**src/rtl/core/ksd_pkg.sv**
```systemverilog
// Shared types, constants and the Dayhoff PAM table for the sequence distance block.
// No dependencies; every other file in rtl/core imports this package.
package ksd_pkg;

  localparam int CNT_W = 17;
  localparam logic [CNT_W-1:0] MAX_SITES = 17'd65536;

  localparam logic [4:0] NUC_LIMIT  = 5'd4;
  localparam logic [4:0] PROT_LIMIT = 5'd20;

  localparam logic [15:0] DIST_MAX = 16'd40960;
  localparam logic [29:0] LN2_Q30  = 30'd744261118;

  localparam int PAM_LAST = 180;

  // Reciprocal of 100 for dividends below 2^22: ceil(2^29 / 100), product taken >> 29.
  localparam logic [22:0] PAM_RECIP = 23'd5368710;

  // Configuration register indexes.
  localparam logic CFG_NUC_MODE = 1'b0;
  localparam logic CFG_KIMURA   = 1'b1;

  // One finished pair, handed from the front part to the back part.
  typedef struct packed {
    logic [CNT_W-1:0] mism;
    logic [CNT_W-1:0] sites;
    logic             corr;
  } pair_t;

  // One result beat.
  typedef struct packed {
    logic [15:0]      distance;
    logic             defined;
    logic [CNT_W-1:0] mism;
    logic [CNT_W-1:0] sites;
  } result_t;

  localparam logic [9:0] PAM_TABLE [0:PAM_LAST] = '{
    10'd195, 10'd196, 10'd197, 10'd198, 10'd199, 10'd200, 10'd200, 10'd201, 10'd202, 10'd203,
    10'd204, 10'd205, 10'd206, 10'd207, 10'd208, 10'd209, 10'd209, 10'd210, 10'd211, 10'd212,
    10'd213, 10'd214, 10'd215, 10'd216, 10'd217, 10'd218, 10'd219, 10'd220, 10'd221, 10'd222,
    10'd223, 10'd224, 10'd226, 10'd227, 10'd228, 10'd229, 10'd230, 10'd231, 10'd232, 10'd233,
    10'd234, 10'd236, 10'd237, 10'd238, 10'd239, 10'd240, 10'd241, 10'd243, 10'd244, 10'd245,
    10'd246, 10'd248, 10'd249, 10'd250, 10'd252, 10'd253, 10'd254, 10'd255, 10'd257, 10'd258,
    10'd260, 10'd261, 10'd262, 10'd264, 10'd265, 10'd267, 10'd268, 10'd270, 10'd271, 10'd273,
    10'd274, 10'd276, 10'd277, 10'd279, 10'd281, 10'd282, 10'd284, 10'd285, 10'd287, 10'd289,
    10'd291, 10'd292, 10'd294, 10'd296, 10'd298, 10'd299, 10'd301, 10'd303, 10'd305, 10'd307,
    10'd309, 10'd311, 10'd313, 10'd315, 10'd317, 10'd319, 10'd321, 10'd323, 10'd325, 10'd328,
    10'd330, 10'd332, 10'd335, 10'd337, 10'd339, 10'd342, 10'd344, 10'd347, 10'd349, 10'd352,
    10'd354, 10'd357, 10'd360, 10'd362, 10'd365, 10'd368, 10'd371, 10'd374, 10'd377, 10'd380,
    10'd383, 10'd386, 10'd389, 10'd393, 10'd396, 10'd399, 10'd403, 10'd407, 10'd410, 10'd414,
    10'd418, 10'd422, 10'd426, 10'd430, 10'd434, 10'd438, 10'd442, 10'd447, 10'd451, 10'd456,
    10'd461, 10'd466, 10'd471, 10'd476, 10'd482, 10'd487, 10'd493, 10'd498, 10'd504, 10'd511,
    10'd517, 10'd524, 10'd531, 10'd538, 10'd545, 10'd553, 10'd560, 10'd569, 10'd577, 10'd586,
    10'd595, 10'd605, 10'd615, 10'd626, 10'd637, 10'd649, 10'd661, 10'd675, 10'd688, 10'd703,
    10'd719, 10'd736, 10'd754, 10'd775, 10'd796, 10'd819, 10'd845, 10'd874, 10'd907, 10'd945,
    10'd988
  };

endpackage

```
**src/rtl/core/ksd_front.sv**
```systemverilog
// Front part: takes site beats, classifies each site and keeps the saturating counts.
// Depends on ksd_pkg; hands finished pairs to ksd_fifo.
module ksd_front (
  input  logic          clk,
  input  logic          rst_n,
  input  logic          push,
  output logic          full,
  input  logic [4:0]    residue_a,
  input  logic [4:0]    residue_b,
  input  logic          last_site,
  input  logic          nuc_mode,
  input  logic          kimura_en,
  input  logic          q_full,
  output logic          q_push,
  output ksd_pkg::pair_t q_data
);
  import ksd_pkg::*;

  logic [CNT_W-1:0] sites_r, mism_r, sites_nxt, mism_nxt, sites_upd, mism_upd;
  logic [4:0]       limit;
  logic             take, valid_site;

  assign full  = q_full;
  assign take  = push && !q_full;
  assign limit = nuc_mode ? NUC_LIMIT : PROT_LIMIT;
  assign valid_site = (residue_a < limit) && (residue_b < limit);

  always_comb begin
    sites_upd = sites_r;
    mism_upd  = mism_r;
    if (valid_site) begin
      if (sites_r < MAX_SITES) sites_upd = sites_r + 1'b1;
      if ((residue_a != residue_b) && (mism_r < MAX_SITES)) mism_upd = mism_r + 1'b1;
    end
    sites_nxt = sites_r;
    mism_nxt  = mism_r;
    if (take) begin
      sites_nxt = last_site ? '0 : sites_upd;
      mism_nxt  = last_site ? '0 : mism_upd;
    end
  end

  assign q_push       = take && last_site;
  assign q_data.mism  = mism_upd;
  assign q_data.sites = sites_upd;
  assign q_data.corr  = kimura_en && !nuc_mode;

  always_ff @(posedge clk) begin
    if (!rst_n) begin
      sites_r <= '0;
      mism_r  <= '0;
    end else begin
      sites_r <= sites_nxt;
      mism_r  <= mism_nxt;
    end
  end

endmodule

```
**config.mk**
```make
export PLATFORM = sky130hd
export DESIGN_NAME = ksd_front
export DESIGN_NICKNAME = d
export VERILOG_FILES = /design/src/rtl/core/ksd_pkg.sv /design/src/rtl/core/ksd_front.sv
export SDC_FILE = /design/constraint.sdc
export NUM_CORES = 1
export LEC_CHECK = 0
export BUFFER_PORTS_ARGS = -buffer_cell sky130_fd_sc_hd__buf_2
export CORE_UTILIZATION = 55
export DETAILED_ROUTE_END_ITERATION = 10
export GPL_TIMING_DRIVEN = 0
export PLACE_DENSITY = 0.81
export SYNTH_ARGS = -nofsm -noshare
export SYNTH_HDL_FRONTEND = slang
export SYNTH_SLANG_ARGS = --single-unit
```
**constraint.sdc**
```tcl
create_clock -name clk -period 3.2 [get_ports clk]
set_input_delay 0.64 -clock clk [delete_from_list [all_inputs] [get_ports clk]]
set_output_delay 0.64 -clock clk [all_outputs]
set_load 0.005 [all_outputs]
```
## Word-level counts from Yosys, hierarchy flattened

Cells that the tools add are included.

- Output and inout bits: 37
- Memory bits (read-only): 0
- Register bits: 34
- Word-level logic and storage cells: 23
- Bits in writable memories: 0
- Bits in latches: 0
- Bits of input ports: 17
- Memories kept: 0

- Multipliers: 0
- Magnitude comparators: 4
- Div/mod/pow operators: 0
- Add/sub/neg operators: 2
- Reduce and logical (&&, ||, !) cells: 7
- Bitwise operators: 0
- Shifts and indexed selects: 0
- Equal/unequal tests: 1
- Multiplexer cells: 7

Operator list:

| kind | count |
|---|---|
| two-way mux 17 bit | 6 |
| adder 17 x 1 -> 17 bit (second input constant) | 2 |
| less-than comparator 17 bit (second input constant) | 2 |
| less-than comparator 5 bit | 2 |
| logical AND 1 bit | 5 |
| two-way mux 5 bit | 1 |
| inequality test 5 bit | 1 |
| zero test 1 bit | 2 |

## Logic depth before layout (Yosys ltp)

- Depth in word-level cells: 5
- Depth in mapped cells: 8

## Worst setup path before layout

Ideal clock, no wire load.

- Path type: in2out
- From: in residue_a[4]
- To: out q_data[21] (netlist name)
- Setup slack: 0.465 ns
- Data arrival time: 2.095 ns
- Cell stages on the path: 6
- Cells stage by stage: ha_1 -> o21ai_1 -> nand3_2 -> a211oi_4 -> and3_1 -> xor2_1

RTL lines:

| element | line | RTL |
|---|---|---|
| start, declared | ksd_front.sv:8 | `input logic [4:0] residue_a,` |
| end, declared | ksd_front.sv:15 | `output ksd_pkg::pair_t q_data` |

==> results by group <==
Clocking
  • H-tree Lvls: 2
  • Clk_lat worst skew: 0.28 ns
  • CTS tree: built
  • Clock Pin Slew Worst Setup and Hold Paths: 0.07 ns
  • Inserted Clock Buffers: 5
  • Clock Path Buffers: 2
  • Root buffer cell: clkbuf_8
  • Clock sink count: 34
  • Cts hold-fix bufs: 0

Detailed routing
  • Vias/cell: 6.16
  • Via count: 2,530
  • DRT iter0 DRCs: 201
  • Detailed-route DRC error count: 0
  • DR pass1 iterations: 4
  • Antenna-violating nets left: 0
  • WL per Instance: 15.3 µm
  • Final Routed Wirelength: 6.29 mm

Cells and area
  • Nets: 382
  • Area delta synth->final: 17.5%
  • Core Util, Final: 69.7%
  • N_diodes: 0
  • Commonest cells after routing, fill and taps aside: buf_2, dfxtp_1, nand2_1, xor2_1, o21ai_0
  • Share of layout cells above drive strength 1: 24.1%
  • Commonest non-fill, non-tap cell in the layout: buf_2

Synthesis
  • Syn_nets: 320
  • Fraction of registers with async set/reset: 0%
  • Synth Area per Inst: 8.16 µm²
  • Yosys warns: 0
  • Netlist Area Pre-Place: 0.00244 mm²
  • Mapped Cells: 299
  • Top FF cell, synth: dfxtp_1
  • Synth cell types: 56
  • #FFs+latches synth: 34
  • Sequential area share after synthesis: 27.9%
  • Post-synth EDFFs: 0

Critical path
  • Critical path cell sequence: buf_2 -> ha_1 -> o21ai_1 -> nand3_2 -> a211oi_4 -> and3_1 -> xor2_1 -> buf_2
  • CP startpoint: residue_a[4]
  • CP startpoint kind: input pin
  • Worst r2r dst: mism_r[14]
  • Worst setup EP type: output port
  • CP Buf/Inv Count: 2
  • Critical path's top delay family: compound AO/OA/AOI/OAI gates
  • Worst r2r path cells: 6
  • RR Startpoint: mism_r[0]
  • Most Frequent Cell on Critical Path: buf_2
  • Reg-to-reg slack, setup: 1.07 ns
  • Max stage delay on crit path: 0.41 ns
  • Crit path DAT: 2.42 ns
  • Worst EP required: 2.56 ns
  • CP max FO: 8
  • Setup Crit Path Kind: input pin to output port
  • Slowest CP cell: a211oi_4

STA
  • Post-layout min period: 3.06 ns
  • RSZ-0062 raised after global routing: false
  • Setup TNS Final: 0 ns
  • Tcrit/Tclk final: 95.7%
  • Clock Skew: 0.00499 ns
  • Slew @ Worst Pin: 0.790 ns
  • Relative max-transition margin: 47.2%
  • Final setup violation count: 0
  • Final hold vios: 0
  • Max Freq: 327 MHz
  • Pins Over Slew Limit: 0
  • Setup ws final: 0.138 ns
  • Hold Slack: 0.519 ns

Min path
  • Hold_sp: mism_r[15]
  • Hold Path Depth: 1
  • Hold Path End: mism_r[15]
  • Hold Crit Class: flip-flop to flip-flop

Placement
  • Port bufs: 53
  • RD Place Congestion: 0.885
  • Final HPWL DP: 4.60 mm
  • Setup WS pre-CTS: 0.0351 ns

Floorplanning
  • Chip width: 68.6 µm
  • Die ar.: 0.00471 mm²
  • DIE HEIGHT: 68.6 µm
  • Row Count: 23
  • Boundary pin count: 54
  • Floorplan Core Area: 0.00412 mm²
  • Initial Util: 59.3%

Outcome
  • Status: completed

Global routing
  • Total global routing overflow: 0
  • Initial antenna violation count: 0
  • Largest net degree at the start of global routing: 11
  • Total global-route track usage: 28.1%
  • First-pass GRT wire length: 9.83 mm
  • Vias in the first global route: 2,112

Job
  • Max-Cap Viols: 0

Power
  • Cell Pwr Density: 299 mW/mm²
  • Overall power: 857 µW
  • Leakage: 0.00124 µW
  • Maximum VDD drop: 0.273 mV
power by group:
| part | switching [µW] | internal (µW) | total [µW] |
|---|---|---|---|
| Sequential | 4.00 | 426 | 430 |
| Clock | 151 | 150 | 301 |
| Combinational | 81.5 | 45.6 | 127 |
synth_stat cells (6+ instances only):
cell type,count,area share (%)
a22o_1,6,2.2
nand4_1,13,3.3
clkbuf_1,12,1.8
and3_1,10,2.6
xor2_1,19,6.8
buf_2,7,1.4
xnor2_1,15,5.4
nand3_1,11,2.3
nand2_1,28,4.3
nor2_1,14,2.2
a31oi_1,7,1.8
a2111oi_2,6,3.7
a21oi_1,14,2.9
o21ai_0,16,3.3
dfxtp_1,34,28
sequential cells by signal, summed over array words and instances, names as in the netlist:
| register | cells |
|---|---|
| sites_r | 17 |
| mism_r | 17 |
final cells by class:
| class | count | area, µm² |
|---|---|---|
| Timing Repair Buffer | 56 | 288 |
| Sequential cell | 34 | 681 |
| Buffer | 22 | 104 |
| Tap cell | 50 | 62.6 |
| Fill cell | 350 | 1250 |
| Clock buffer | 7 | 76.3 |
| Multi-Input combinational cell | 236 | 1630 |
| Inverter | 6 | 22.5 |
stage by stage:
stage	instance area [µm²]	instances
floorplan	2440	299
global placement	2770	402
detailed placement	2770	402
CTS	2840	409
global route	2870	411
finish	2870	411
how the worst max path moves through the flow:
| stage | end | slack (ns) | cells past startpoint |
|---|---|---|---|
| 2_1_floorplan | q_data[21] | 0.46 | 6 |
| 3_3_place_gp | q_data[10] | 0.03 | 10 |
| 3_5_place_dp | q_data[21] | 0.04 | 8 |
| 4_1_cts | q_data[21] | 0.04 | 8 |
| 5_1_grt | q_data[10] | 0.001 | 9 |
| 6_report | q_data[21] | 0.14 | 8 |
timing repair:
item / 4_1_cts / 5_1_grt
setup endpoints to repair: 0 / 8
resized for setup: 0 / 2
buffers inserted: 0 / 3
per-layer routing:
| metal | global-route usage, % | part of all wire [%] | vias up |
|---|---|---|---|
| li1 | - | - | 1247 |
| met1 | 39.2 | 46 | 1170 |
| met2 | 42.9 | 44 | 103 |
| met3 | 5.59 | 7.9 | 10 |
| met4 | 8.85 | 1.6 | 0 |
| met5 | 0 | 0 | - |
kinds of logic (layout without fill, tap and decap cells):
logic type / count (synthesis) / after routing / share of synthesized area, %
compound gates: 80 / 80 / 24.9
simple gates: 115 / 115 / 26.3
buf+inv: 29 / 91 / 5.33
mux: 3 / 3 / 1.33
flops: 34 / 34 / 27.9
fa+ha+maj: 4 / 4 / 2.05
xor+xnor: 34 / 34 / 12.2
Power figures use the tool's default switching activity.
