--- src/rtl/core/ksd_pkg.sv ---
// Shared types, constants and the Dayhoff PAM table for the sequence distance block.
// No dependencies; every other file in rtl/core imports this package.
package ksd_pkg;

  localparam int CNT_W = 17;
  localparam logic [CNT_W-1:0] MAX_SITES = 17'd65536;

  localparam logic [4:0] NUC_LIMIT  = 5'd4;
  localparam logic [4:0] PROT_LIMIT = 5'd20;

  localparam logic [15:0] DIST_MAX = 16'd40960;
  localparam logic [29:0] LN2_Q30  = 30'd744261118;

  localparam int PAM_LAST = 180;

  // Reciprocal of 100 for dividends below 2^22: ceil(2^29 / 100), product taken >> 29.
  localparam logic [22:0] PAM_RECIP = 23'd5368710;

  // Configuration register indexes.
  localparam logic CFG_NUC_MODE = 1'b0;
  localparam logic CFG_KIMURA   = 1'b1;

  // One finished pair, handed from the front part to the back part.
  typedef struct packed {
    logic [CNT_W-1:0] mism;
    logic [CNT_W-1:0] sites;
    logic             corr;
  } pair_t;

  // One result beat.
  typedef struct packed {
    logic [15:0]      distance;
    logic             defined;
    logic [CNT_W-1:0] mism;
    logic [CNT_W-1:0] sites;
  } result_t;

  localparam logic [9:0] PAM_TABLE [0:PAM_LAST] = '{
    10'd195, 10'd196, 10'd197, 10'd198, 10'd199, 10'd200, 10'd200, 10'd201, 10'd202, 10'd203,
    10'd204, 10'd205, 10'd206, 10'd207, 10'd208, 10'd209, 10'd209, 10'd210, 10'd211, 10'd212,
    10'd213, 10'd214, 10'd215, 10'd216, 10'd217, 10'd218, 10'd219, 10'd220, 10'd221, 10'd222,
    10'd223, 10'd224, 10'd226, 10'd227, 10'd228, 10'd229, 10'd230, 10'd231, 10'd232, 10'd233,
    10'd234, 10'd236, 10'd237, 10'd238, 10'd239, 10'd240, 10'd241, 10'd243, 10'd244, 10'd245,
    10'd246, 10'd248, 10'd249, 10'd250, 10'd252, 10'd253, 10'd254, 10'd255, 10'd257, 10'd258,
    10'd260, 10'd261, 10'd262, 10'd264, 10'd265, 10'd267, 10'd268, 10'd270, 10'd271, 10'd273,
    10'd274, 10'd276, 10'd277, 10'd279, 10'd281, 10'd282, 10'd284, 10'd285, 10'd287, 10'd289,
    10'd291, 10'd292, 10'd294, 10'd296, 10'd298, 10'd299, 10'd301, 10'd303, 10'd305, 10'd307,
    10'd309, 10'd311, 10'd313, 10'd315, 10'd317, 10'd319, 10'd321, 10'd323, 10'd325, 10'd328,
    10'd330, 10'd332, 10'd335, 10'd337, 10'd339, 10'd342, 10'd344, 10'd347, 10'd349, 10'd352,
    10'd354, 10'd357, 10'd360, 10'd362, 10'd365, 10'd368, 10'd371, 10'd374, 10'd377, 10'd380,
    10'd383, 10'd386, 10'd389, 10'd393, 10'd396, 10'd399, 10'd403, 10'd407, 10'd410, 10'd414,
    10'd418, 10'd422, 10'd426, 10'd430, 10'd434, 10'd438, 10'd442, 10'd447, 10'd451, 10'd456,
    10'd461, 10'd466, 10'd471, 10'd476, 10'd482, 10'd487, 10'd493, 10'd498, 10'd504, 10'd511,
    10'd517, 10'd524, 10'd531, 10'd538, 10'd545, 10'd553, 10'd560, 10'd569, 10'd577, 10'd586,
    10'd595, 10'd605, 10'd615, 10'd626, 10'd637, 10'd649, 10'd661, 10'd675, 10'd688, 10'd703,
    10'd719, 10'd736, 10'd754, 10'd775, 10'd796, 10'd819, 10'd845, 10'd874, 10'd907, 10'd945,
    10'd988
  };

endpackage

--- src/rtl/core/ksd_fifo.sv ---
// Two-entry queue of finished pairs between the front and the back part.
// Depends on ksd_pkg for the pair type.
module ksd_fifo (
  input  logic           clk,
  input  logic           rst_n,
  input  logic           push,
  input  ksd_pkg::pair_t wdata,
  output logic           full,
  input  logic           pop,
  output logic           empty,
  output ksd_pkg::pair_t rdata
);
  import ksd_pkg::*;

  pair_t      mem_r [0:1];
  logic       wptr_r, rptr_r;
  logic [1:0] count_r;

  assign full  = (count_r == 2'd2);
  assign empty = (count_r == 2'd0);
  assign rdata = mem_r[rptr_r];

  always_ff @(posedge clk) begin
    if (push) mem_r[wptr_r] <= wdata;
  end

  always_ff @(posedge clk) begin
    if (!rst_n) begin
      wptr_r  <= 1'b0;
      rptr_r  <= 1'b0;
      count_r <= 2'd0;
    end else begin
      if (push) wptr_r <= ~wptr_r;
      if (pop)  rptr_r <= ~rptr_r;
      case ({push, pop})
        2'b10:   count_r <= count_r + 2'd1;
        2'b01:   count_r <= count_r - 2'd1;
        default: count_r <= count_r;
      endcase
    end
  end

endmodule

--- config.mk ---
export PLATFORM = sky130hd
export DESIGN_NAME = ksd_fifo
export DESIGN_NICKNAME = d
export VERILOG_FILES = /design/src/rtl/core/ksd_pkg.sv /design/src/rtl/core/ksd_fifo.sv
export SDC_FILE = /design/constraint.sdc
export NUM_CORES = 1
export LEC_CHECK = 0
export ABC_CLOCK_PERIOD_IN_PS = 4100
export BUFFER_PORTS_ARGS = -buffer_cell sky130_fd_sc_hd__buf_4
export CORE_ASPECT_RATIO = 1.1
export CORE_MARGIN = 2
export CORE_UTILIZATION = 55
export CTS_BUF_LIST = sky130_fd_sc_hd__clkbuf_2 sky130_fd_sc_hd__clkbuf_4 sky130_fd_sc_hd__clkbuf_8
export DETAILED_ROUTE_END_ITERATION = 12
export GPL_TIMING_DRIVEN = 0
export MAX_ROUTING_LAYER = met4
export PLACE_DENSITY = 0.85
export SETUP_SLACK_MARGIN = 0.4
export SYNTH_ARGS = -nofsm -noshare
export SYNTH_HDL_FRONTEND = slang
export SYNTH_SLANG_ARGS = --single-unit
--- constraint.sdc ---
create_clock -name clk -period 4.1 [get_ports clk]
set_input_delay 0.615 -clock clk [delete_from_list [all_inputs] [get_ports clk]]
set_output_delay 0.615 -clock clk [all_outputs]
set_load 0.01 [all_outputs]
After elaboration in Yosys (flattened, before gate mapping)
Memory sizes are Yosys's and may differ from the RTL's. A register that Yosys moved wholly into a read port is not among the register bits.
Cells that the tools add are included.
- memory bits (writable): 70
- logic and storage cells: 18
- output and inout port bits: 37
- input port bits: 39
- register bits after elaboration: 4
- memories kept: 1
- memory list (memory ; words ; bits a word ; read ports ; clocked after memory_dff ; write ports ; line ; source):
    mem_r ; 2 ; 35 ; 1 ; 1 ; 1 ; ksd_fifo.sv:15 ; pair_t mem_r [0:1];
- multiplexer cells: 5
- reductions and logical operators: 2
- bitwise logic cells: 2
- $add $sub $neg: 2
- eq/ne operators: 3
- operators with widths (cell ; count):
    $eq A2 B2 Y1 const B ; 2
    $mux W1 ; 4
    $pmux W2 S2 ; 1
    $add A2 B1 Y2 const B ; 1
    $eq A2 B1 Y1 const B ; 1
    $logic_not A2 Y1 ; 1
    $not A1 Y1 ; 2
    $reduce_bool A2 Y1 ; 1
    $sub A2 B1 Y2 const B ; 1

Depth between registers and ports, before layout
Gate-level depths: netlist of run 1.
- depth in word-level cells: 3
- mapped depth: 5
- depth with buffers taken out: 5

Worst setup path before layout of run 1
OpenSTA, ideal clock, no wires.
- kind: input-to-reg
- start point: in push
- end point: mem mem_r[0][0] in the netlist's numbering (enable)
- data required time: 3.671 ns
- cell stages on the path: 2
- setup time: 0.429 ns
- slack: 1.495 ns
- arrival: 2.176 ns
- buffers on the path: 0
- path through: inv_1 nor2_1
- longest elaborated chain between the ends: 2
- ends and longest elaborated chain (element ; line ; source):
    from (decl) ; ksd_fifo.sv:6 ; input logic push,
    $mux W1 ; ksd_fifo.sv:24 ; if (push) mem_r[wptr_r] <= wdata;
    $mux W1 (not written as such) ; ksd_fifo.sv:24 ;
    to (decl) ; ksd_fifo.sv:15 ;
No other way between the ends.

==> impl_metrics.json, run 1 <==
{
  "layout.cells.non_filler": 279,
  "leakagePower_uw": 0.00139,
  "skew_ns": 0.00664,
  "fp-row-count": 26,
  "power_density_nw_per_um2": 464,
  "endpoint_kind": "output pin",
  "gp_congestion": 0.740,
  "nNetsFinal": 258,
  "cts_resized": 0,
  "yosysUniqueCellTypes": 16,
  "core_area_um2": 4720,
  "initialDrtViolationCount": 96,
  "crit_slowest_cell": "mux2_2",
  "clk_latency_ns": 0.33,
  "dp_hpwl_mm": 3.18,
  "place_ws_ns": 2.19,
  "n_fill_cell": 264,
  "worstSetupStartpointType": "register",
  "die_h_um": 77.9,
  "min_period_ns": 2.25,
  "slew_viol_final": 0,
  "outcome": "finished clean",
  "grt_pass1_vias": 1542,
  "cp_common_cell": "buf_2",
  "critical_path.cell_chain": "buf_2 > buf_2 > mux2_2 > buf_4",
  "maxCapViolCount": 0,
  "path_clk_slew_ns": 0.07,
  "drc": 0,
  "antenna_found_initial": 0,
  "hold_viol_final": 0,
  "grt_pass1_wl_mm": 7.22,
  "gr-usage-all-layers_pct": 18.1,
  "cp.required_ns": 3.48,
  "post_cts_buffers": 0,
  "dp.cells": 263,
  "ff2ff_setup_slack_ns": 2.59,
  "drive_gt1_share_pct": 60.1,
  "fmax_ghz": 0.445,
  "dieArea_um2": 5550,
  "synth_top_area_cell": "edfxtp_1",
  "viasPerCell": 5.15,
  "ys_seq_area_share_pct": 80.6,
  "cts_tree": "done",
  "synth.area.top_cells": "edfxtp_1 77%, mux2_2 14%, dfxtp_1 3.7%, and2_1 0.92%, buf_2 0.73%",
  "antenna_cells": 0,
  "p_total_uw": 1680,
  "ys.warnings.count": 0,
  "syn_to_final_growth_pct": 32.1,
  "ant_nets": 0,
  "wl_mm": 4.60,
  "fin_util_pct": 76.6,
  "slew-limit-headroom_pct": 44.4,
  "wl_per_cell_um": 16.5,
  "cts.sinks": 75,
  "htreeDepth": 3,
  "setup_ws_ns": 1.85,
  "ios": 76,
  "cts_buffers": 9,
  "setup_viol": 0,
  "initial_core_util_pct": 57.9,
  "netlist_area_um2": 2730,
  "grt.overflow.total": 0,
  "numPortBuffers": 75,
  "cts_root_buf": "clkbuf_8",
  "grt_max_degree": 36,
  "cp_data_arrival_time_ns": 1.63,
  "ys_ff_latch": 75,
  "crit_path_max_fanout": 10,
  "slowest_delay_ns": 0.38,
  "synth.top_cell.area_share_pct": 76.9,
  "drt-pass1-iter-count": 4,
  "synth_cells": 131,
  "cts_buffer_depth": 2,
  "ctsHoldBuffers": 0,
  "path_class": "reg2out",
  "ir_drop_mv": 0.320,
  "routed-via-count": 1436,
  "hold_class": "in2reg",
  "finalSetupTns_ns": 0,
  "avgSynthCellArea_um2": 20.9,
  "syn-num-nets": 171,
  "worst_slew_pin_slew_ns": 0.834,
  "die_x_um": 71.2,
  "period_share_pct": 54.8,
  "rsz0062_at_grt": "no"
}
==> cells in the final DEF (no fill, tap or decap) <==
master / n
inv_1: 1
buf_4: 75
bufinv_16: 1
nor2b_1: 1
edfxtp_1: 70
o21ai_0: 1
nor2_4: 1
and2_1: 3
xor2_1: 1
ha_1: 1
dfxtp_1: 5
xnor2_1: 2
and2b_2: 1
nor2_1: 1
buf_16: 1
or3_1: 1
mux2_2: 35
clkbuf_8: 11
clkbuf_4: 3
a21boi_1: 1
buf_2: 4
and2_2: 1
o21a_1: 1
clkinv_2: 1
==> Yosys cell counts <==
cell type	count
dfxtp_1	5
o21a_1	1
o21ai_0	1
or3_1	1
nor2_1	2
edfxtp_1	70
and2_1	4
mux2_2	35
xnor2_1	2
ha_1	1
nor2b_1	1
buf_2	4
a21boi_1	1
and2b_2	1
xor2_1	1
inv_1	1
==> path summary, 6_finish.rpt <==
path,startpoint,endpoint,cells after the start
worst max-delay path,register,rdata[25],4
worst min-delay path,wdata[27],mem_r[1][27]$_DFFE_PP_,1
worst max register to register,wptr_r$_SDFFE_PN0P_,mem_r[1][10]$_DFFE_PP_,1
worst min register to register,count_r[1]$_SDFFE_PN0P_,count_r[1]$_SDFFE_PN0P_,2
==> where the power goes <==
part	total, µW	internal (µW)	switching, µW
sequential	894	882	12.1
clock	569	334	235
combinational	213	120	93.0
==> critical path, delay by kind of cell, from the launching register on <==
| kind | cells | cell delay [ns] |
|---|---|---|
| flip-flops | 1 | 0.31 |
| buffers and inverters | 3 | 0.62 |
| multiplexers | 1 | 0.38 |
==> metal layers <==
layer	routed length [µm]	up-vias	global-route usage, %
met2	2480	49	29.3
met3	252	7	4.94
met4	57	0	9.06
met1	1810	696	20.8
li1	-	684	-
met5	0	-	-
==> state kept, by name (all words and copies together) (netlist names), named ones only <==
| signal | flops |
|---|---|
| count_r | 2 |
| wptr_r | 1 |
| mem_r | 70 |
| rptr_r | 1 |
==> cell families (layout without fill, tap and decap cells) <==
kind of cell	after synthesis	count (layout)	synth area share (%)
mux	35	35	14.4
fa+ha+maj	1	1	0.458
flops	75	75	80.6
compound gates	3	3	0.733
buf+inv	5	97	0.870
xor+xnor	3	3	0.962
simple gates	9	9	1.97
==> final cells by class <==
| cell class | count | area, µm² | area share [%] |
|---|---|---|---|
| Buffer | 4 | 20.0 | 0.554 |
| Clock buffer | 14 | 174 | 4.82 |
| Sequential cell | 75 | 2200 | 61.0 |
| Clock inverter | 2 | 35.0 | 0.970 |
| Multi-Input combinational cell | 51 | 515 | 14.3 |
| Tap cell | 56 | 70.1 | 1.94 |
| Timing Repair Buffer | 76 | 591 | 16.4 |
| Inverter | 1 | 3.75 | 0.104 |
==> metrics by stage <==
stage	cell area [µm²]	hold slack, ns
final	3610	0.468
after global routing	3610	0.448
after CTS	3610	0.454
after detailed placement	3400	0.510
after global placement	3370	0.478
after floorplan	2730	0.466
No activity file was read; power rests on OpenSTA's default activity.
==> run 2, diff against run 1 <==
--- a/config.mk
+++ b/config.mk
@@ -5,16 +5,16 @@
 export SDC_FILE = /design/constraint.sdc
 export NUM_CORES = 1
 export LEC_CHECK = 0
-export ABC_CLOCK_PERIOD_IN_PS = 4100
+export ABC_CLOCK_PERIOD_IN_PS = 2200
 export BUFFER_PORTS_ARGS = -buffer_cell sky130_fd_sc_hd__buf_4
 export CORE_ASPECT_RATIO = 1.1
 export CORE_MARGIN = 2
-export CORE_UTILIZATION = 55
+export CORE_UTILIZATION = 53
 export CTS_BUF_LIST = sky130_fd_sc_hd__clkbuf_2 sky130_fd_sc_hd__clkbuf_4 sky130_fd_sc_hd__clkbuf_8
 export DETAILED_ROUTE_END_ITERATION = 12
 export GPL_TIMING_DRIVEN = 0
 export MAX_ROUTING_LAYER = met4
-export PLACE_DENSITY = 0.85
+export PLACE_DENSITY = 0.83
 export SETUP_SLACK_MARGIN = 0.4
 export SYNTH_ARGS = -nofsm -noshare
 export SYNTH_HDL_FRONTEND = slang
==> constraint.sdc (replaced) <==
create_clock -name clk -period 2.2 [get_ports clk]
set_input_delay 0.33 -clock clk [delete_from_list [all_inputs] [get_ports clk]]
set_output_delay 0.33 -clock clk [all_outputs]
set_load 0.01 [all_outputs]
==> run 2 against run 1 <==
  * Power up 90%
  * First-iteration DRC count down 48%
  * Die area up 3.6%
  * Count of clock-buffer cells in the layout down 4
  * Sequential power up 87%
  * Via count up 0.49%
  * Clock power up 95%
  * Wire length up 2.1%
  * Design area up 1.4%
  * Sequential share of layout area down 0.81 points
  * Critical endpoint is now rdata[13]
  * Largest cell class unchanged
  * Highest routed layer unchanged
==> impl_metrics.json, run 2 (same netlist as run 1, synthesis figures left out) <==
{
  "regArea_um2": 2200,
  "clk_latency_ns": 0.34,
  "multiInputGateArea_um2": 515,
  "grt_max_degree": 36,
  "core_area_um2": 5000,
  "initial_core_util_pct": 54.7,
  "clkPwrFrac_pct": 34.9,
  "numPortBuffers": 75,
  "htreeDepth": 3,
  "pwr-share-seq_pct": 52.2,
  "dp.cells": 265,
  "fin_util_pct": 73.2,
  "worst_slew_pin_slew_ns": 0.857,
  "ctsHoldBuffers": 0,
  "top_layer_used": "met4",
  "viasPerCell": 5.10,
  "final_cell_mix": "77 x buf_4, 70 x edfxtp_1, 35 x mux2_2",
  "worstSetupStartpointType": "register",
  "syn_to_final_growth_pct": 33.9,
  "wl_mm": 4.70,
  "met2_length_mm": 2.62,
  "fp-row-count": 27,
  "wl_met3_um": 242,
  "critical_path.cell_chain": "buf_6 > buf_8 > mux2_2 > buf_4",
  "swShare_pct": 20.9,
  "hold_ws_ns": 0.168,
  "slew-limit-headroom_pct": 42.9,
  "cts_tree": "done",
  "period_share_pct": 80.3,
  "path_class": "reg2out",
  "leakagePower_uw": 0.00140,
  "grt_pass1_wl_mm": 7.02,
  "routed-via-count": 1443,
  "die_h_um": 79.3,
  "dieArea_um2": 5750,
  "drive_gt1_share_pct": 59.6,
  "grt.overflow.total": 0,
  "path_clk_slew_ns": 0.08,
  "antenna_cells": 0,
  "maxCapViolCount": 0,
  "initialDrtViolationCount": 50,
  "comb_power_share_pct": 13.0,
  "cp_data_arrival_time_ns": 1.44,
  "fmax_ghz": 0.566,
  "cts_root_buf": "clkbuf_8",
  "slowest_delay_ns": 0.34,
  "die_x_um": 72.5,
  "rsz0062_at_grt": "yes",
  "gp_congestion": 0.713,
  "cts_buffer_depth": 2,
  "cts.sinks": 75,
  "ant_nets": 0,
  "gr-usage-all-layers_pct": 18.1,
  "top_register": "mem_r",
  "setup_viol": 0,
  "wl_per_cell_um": 16.6,
  "nNetsFinal": 260,
  "ir_drop_mv": 0.675,
  "crit_slowest_cell": "mux2_2",
  "hold_class": "in2reg",
  "p_int_uw": 2520,
  "drt-pass1-iter-count": 5,
  "endpoint_kind": "output pin",
  "p_total_uw": 3190,
  "hold_viol_final": 0,
  "crit_path_max_fanout": 10,
  "cp.required_ns": 1.87,
  "switchingPower_uw": 669,
  "power_density_nw_per_um2": 872,
  "top_regs": "mem_r (70), count_r (2)",
  "skew_ns": 0.00526,
  "antenna_found_initial": 0,
  "slew_viol_final": 0,
  "layout.cells.non_filler": 283,
  "drc": 0,
  "largest_register_ffs": 70,
  "ios": 76,
  "layout_commonest_cell": "buf_4",
  "grt_pass1_vias": 1494,
  "min_period_ns": 1.77,
  "n_fill_cell": 328,
  "outcome": "finished clean",
  "wl_met1_mm": 1.74,
  "cts_buffers": 9,
  "dp_hpwl_mm": 3.17
}
==> run 2: layout make-up <==
| class | instances | area share, % |
|---|---|---|
| inverter | 1 | 0.103 |
| clock buffer | 10 | 3.59 |
| sequential | 75 | 60.2 |
| clock inverter | 6 | 2.19 |
| tap | 58 | 1.98 |
| timing repair buffer | 78 | 16.3 |
| multi-input combinational | 51 | 14.1 |
| buffer | 4 | 1.54 |
==> run 2: power by group through the flow <==
stage               clock (µW)  sequential [µW]  combinational, µW
CTS                       1130             1670                421
floorplan                    0             1690                192
detailed placement           0             1700                397
finish                    1110             1670                414
global route              1200             1670                443
global placement             0             1690                381
==> run 2: path summary, 6_finish.rpt <==
kind / depth (start not counted) / from / end / slack [ns]
max reg2reg: 1 / wptr_r$_SDFFE_PN0P_ / mem_r[1][6]$_DFFE_PP_ / 0.68
max: 4 / register / rdata[13] / 0.43
min reg2reg: 2 / count_r[1]$_SDFFE_PN0P_ / count_r[1]$_SDFFE_PN0P_ / 0.50
min: 1 / wdata[33] / mem_r[0][33]$_DFFE_PP_ / 0.17
==> run 2: critical path: cells and delay by family, from the launching register on <==
kind                   cells  cell delay [ns]
DFF                        1             0.32
muxes                      1             0.34
buffers and inverters      3             0.44
==> run 2: timing repair <==
action | 4_1_cts | 5_1_grt
setup buffers | 2 | 0
endpoints found under the setup margin | 30 | 30
gates resized for setup | 11 | 0
==> run 2: metal layers <==
layer / track usage [%] / vias to the layer above
met5: - / -
met4: 8.52 / 0
met3: 7.11 / 12
met2: 31.1 / 46
met1: 17.7 / 701
li1: - / 684
==> run 2: through the flow <==
stage | setup slack, ns | instance area (µm²) | TNS (ns)
after floorplan | 0.490 | 2740 | 0
after global placement | -0.108 | 3370 | -3.73
after detailed placement | 0.571 | 3400 | 0
after CTS | 0.414 | 3660 | 0
after global routing | 0.371 | 3660 | 0
final | 0.434 | 3660 | 0
==> run 3, diff against run 2 <==
--- a/config.mk
+++ b/config.mk
@@ -5,16 +5,17 @@
 export SDC_FILE = /design/constraint.sdc
 export NUM_CORES = 1
 export LEC_CHECK = 0
-export ABC_CLOCK_PERIOD_IN_PS = 2200
+export ABC_AREA = 1
+export ABC_CLOCK_PERIOD_IN_PS = 1500
 export BUFFER_PORTS_ARGS = -buffer_cell sky130_fd_sc_hd__buf_4
 export CORE_ASPECT_RATIO = 1.1
 export CORE_MARGIN = 2
-export CORE_UTILIZATION = 53
+export CORE_UTILIZATION = 49
 export CTS_BUF_LIST = sky130_fd_sc_hd__clkbuf_2 sky130_fd_sc_hd__clkbuf_4 sky130_fd_sc_hd__clkbuf_8
 export DETAILED_ROUTE_END_ITERATION = 12
 export GPL_TIMING_DRIVEN = 0
 export MAX_ROUTING_LAYER = met4
-export PLACE_DENSITY = 0.83
+export PLACE_DENSITY = 0.8
 export SETUP_SLACK_MARGIN = 0.4
 export SYNTH_ARGS = -nofsm -noshare
 export SYNTH_HDL_FRONTEND = slang
==> constraint.sdc (replaced) <==
create_clock -name clk -period 1.5 [get_ports clk]
set_input_delay 0.225 -clock clk [delete_from_list [all_inputs] [get_ports clk]]
set_output_delay 0.225 -clock clk [all_outputs]
set_load 0.01 [all_outputs]
==> run 3 against run 2 <==
  * The run now ends with setup timing left
  * Hold slack lost 0.095 ns
  * Non-clock buffer count grew 10
  * Design area grew 11%
  * Area after synthesis grew 6.4%
  * Die area grew 14%
  * Wire length grew 12%
  * Power grew 41%
  * Critical path depth is the same
  * Critical endpoint is now rdata[7]
==> impl_metrics.json, run 3 <==
{
  "wl_per_cell_um": 16.0,
  "slew_viol_final": 0,
  "final_cell_mix": "70 x edfxtp_1, 50 x buf_4, 35 x buf_6",
  "dpl-instance-area_um2": 3580,
  "gp_congestion": 0.711,
  "whs_path_depth": 1,
  "ctsHoldBuffers": 0,
  "grt_pass1_wl_mm": 7.96,
  "grt_pass1_vias": 1660,
  "synth.area.top_cells": "edfxtp_1 72%, mux2_4 15%, dfxtp_1 3.4%, buf_12 2.1%, mux2_2 1.9%",
  "avgSynthCellArea_um2": 20.2,
  "initial_core_util_pct": 50.7,
  "rsz0062_at_grt": "yes",
  "skew_ns": 0.00614,
  "crit_slowest_cell": "dfxtp_2",
  "min_period_ns": 1.63,
  "syn_to_final_growth_pct": 40.1,
  "r2r-end": "mem_r[1][26]$_DFFE_PP_",
  "cts.sinks": 75,
  "period_share_pct": 109,
  "worstSetupStartpointType": "register",
  "ant_nets": 0,
  "synth.top_cell.area_share_pct": 72.3,
  "r2r_cells": 3,
  "wl_mm": 5.24,
  "min_to": "mem_r[1][21]$_DFFE_PP_",
  "cp.required_ns": 1.27,
  "final_area_um2": 4070,
  "synth-edff-count": 70,
  "leakagePower_uw": 0.00165,
  "yosysUniqueCellTypes": 13,
  "ys.warnings.count": 0,
  "slowest_delay_ns": 0.34,
  "hold_viol_final": 0,
  "crit_path_max_fanout": 10,
  "timing.rr.start": "wptr_r$_SDFFE_PN0P_",
  "ff2ff_setup_slack_ns": 0.45,
  "cp_data_arrival_time_ns": 1.40,
  "grt_max_degree": 19,
  "cts_buffers": 9,
  "largest_register_ffs": 70,
  "yosys-top-cells-count": "70 x edfxtp_1, 30 x mux2_4, 12 x nor2_1, 8 x nand2_1, 6 x inv_1",
  "drive_gt1_share_pct": 60.8,
  "ys.flop_type": "edfxtp_1",
  "fmax_ghz": 0.614,
  "endpoint_kind": "output pin",
  "dp_hpwl_mm": 3.17,
  "outcome": "complete, but fails checks",
  "core_area_um2": 5730,
  "cts_root_buf": "clkbuf_8",
  "hold_start": "wdata[21]",
  "numPortBuffers": 75,
  "setup_ws_ns": -0.128,
  "fp-row-count": 29,
  "drc": 0,
  "antenna_cells": 0,
  "nNetsFinal": 285,
  "path_buf_inv": 3,
  "hold_class": "in2reg",
  "drt-pass1-iter-count": 4,
  "ys_seq_area_share_pct": 75.8,
  "synth_cells": 144,
  "viasPerCell": 4.78,
  "slew-limit-headroom_pct": 85.9,
  "n_fill_cell": 401,
  "antenna_found_initial": 0,
  "dieArea_um2": 6560,
  "layout_commonest_cell": "edfxtp_1",
  "cts_tree": "done",
  "setup_viol": 35,
  "ios": 76,
  "path_delay_family": "buffers and inverters",
  "die_x_um": 77.4,
  "power_density_nw_per_um2": 1100,
  "layout.cells.non_filler": 327,
  "synth_top_area_cell": "edfxtp_1",
  "die_h_um": 84.8,
  "worst_slew_pin_slew_ns": 0.211,
  "cp_common_cell": "buf_12",
  "finalSetupTns_ns": -3.57,
  "syn-num-nets": 184,
  "gr-usage-all-layers_pct": 17.2,
  "violations": "setup timing",
  "htreeDepth": 3,
  "yosysMostFrequentCell": "edfxtp_1",
  "critical_path.cell_chain": "buf_12 > buf_12 > mux2_4 > buf_6",
  "top_regs": "mem_r (70), count_r (2)",
  "dp.cells": 296,
  "grt.overflow.total": 0,
  "cts_buffer_depth": 2,
  "ys_ff_latch": 75,
  "async_reset_ff_share_pct": 0,
  "maxCapViolCount": 0,
  "netlist_area_um2": 2910,
  "ir_drop_mv": 0.831,
  "path_clk_slew_ns": 0.07,
  "path_class": "reg2out",
  "top_register": "mem_r",
  "initialDrtViolationCount": 72,
  "routed-via-count": 1562,
  "clk_latency_ns": 0.33
}
run 3: changes by cell type in the layout (fill, tap and decap cells not counted), moves of 4 or more:
cell / delta
nand2_1: +7
buf_12: +5
buf_6: +34
mux2_4: +33
nor2_1: +9
mux2_2: -33
buf_4: -27
dfxtp_1: -4
run 3: per-layer routing:
| layer | routed length, µm | part of all wire [%] | global-route usage (%) | up-vias |
|---|---|---|---|---|
| met3 | 188 | 3.6 | 3.55 | 10 |
| met2 | 3010 | 57 | 30.8 | 44 |
| met1 | 1930 | 37 | 17.7 | 766 |
| met4 | 110 | 2.1 | 8.93 | 0 |
| li1 | - | - | - | 742 |
| met5 | 0 | 0 | - | - |
run 3: area by class of cell:
class,instances,area [µm²],share of cell area [%]
Clock buffer,12,146,3.60
Timing Repair inverter,1,7.51,0.184
Multi-Input combinational cell,60,651,16.0
Clock inverter,4,17.5,0.430
Inverter,6,26.3,0.645
Timing Repair Buffer,88,837,20.6
Tap cell,77,96.3,2.37
Sequential cell,75,2210,54.3
Buffer,4,80.1,1.97
run 3: cell families after synthesis:
kind of cell	count (synthesis)	share of synthesized area, %
compound gates	2	0.344
mux	35	17.4
buf+inv	10	3.23
flops	75	75.8
simple gates	21	2.80
fa+ha+maj	1	0.430
run 3: how the worst max path moves through the flow:
stage	start	endpoint	cells past startpoint	slack (ns)
2_1_floorplan	wptr_r$_SDFFE_PN0P_	mem_r[1][0]$_DFFE_PP_	2	0.22
3_3_place_gp	push	mem_r[0][1]$_DFFE_PP_	3	-0.12
3_5_place_dp	push	mem_r[0][1]$_DFFE_PP_	3	-0.12
4_1_cts	register	rdata[32]	4	-0.15
5_1_grt	register	rdata[5]	4	-0.17
6_report	register	rdata[7]	4	-0.13
run 3: timing repair:
item | CTS | global route
setup endpoints to repair | 107 | 55
gates resized for setup | 39 | 10
setup buffers | 11 | 1
cloned | 3 | 0
pin swaps | 3 | 1
hold endpoints to repair | 0 | 0
run 3: report_power, final:
part           switching (µW)  internal, µW  total, µW
clock                     656           640       1300
combinational             289           449        739
sequential               38.1          2410       2450
total                     983          3500       4490
run 3: through the flow:
stage	utilization, %	total power [µW]	hold WS, ns	worst slack, ns
floorplan	-	2810	0.324	0.221
global placement	62.5	3070	0.410	-0.119
detailed placement	62.5	3090	0.413	-0.125
CTS	70.1	4490	0.0580	-0.148
global route	71.0	4650	0.0605	-0.171
finish	71.0	4490	0.0724	-0.128
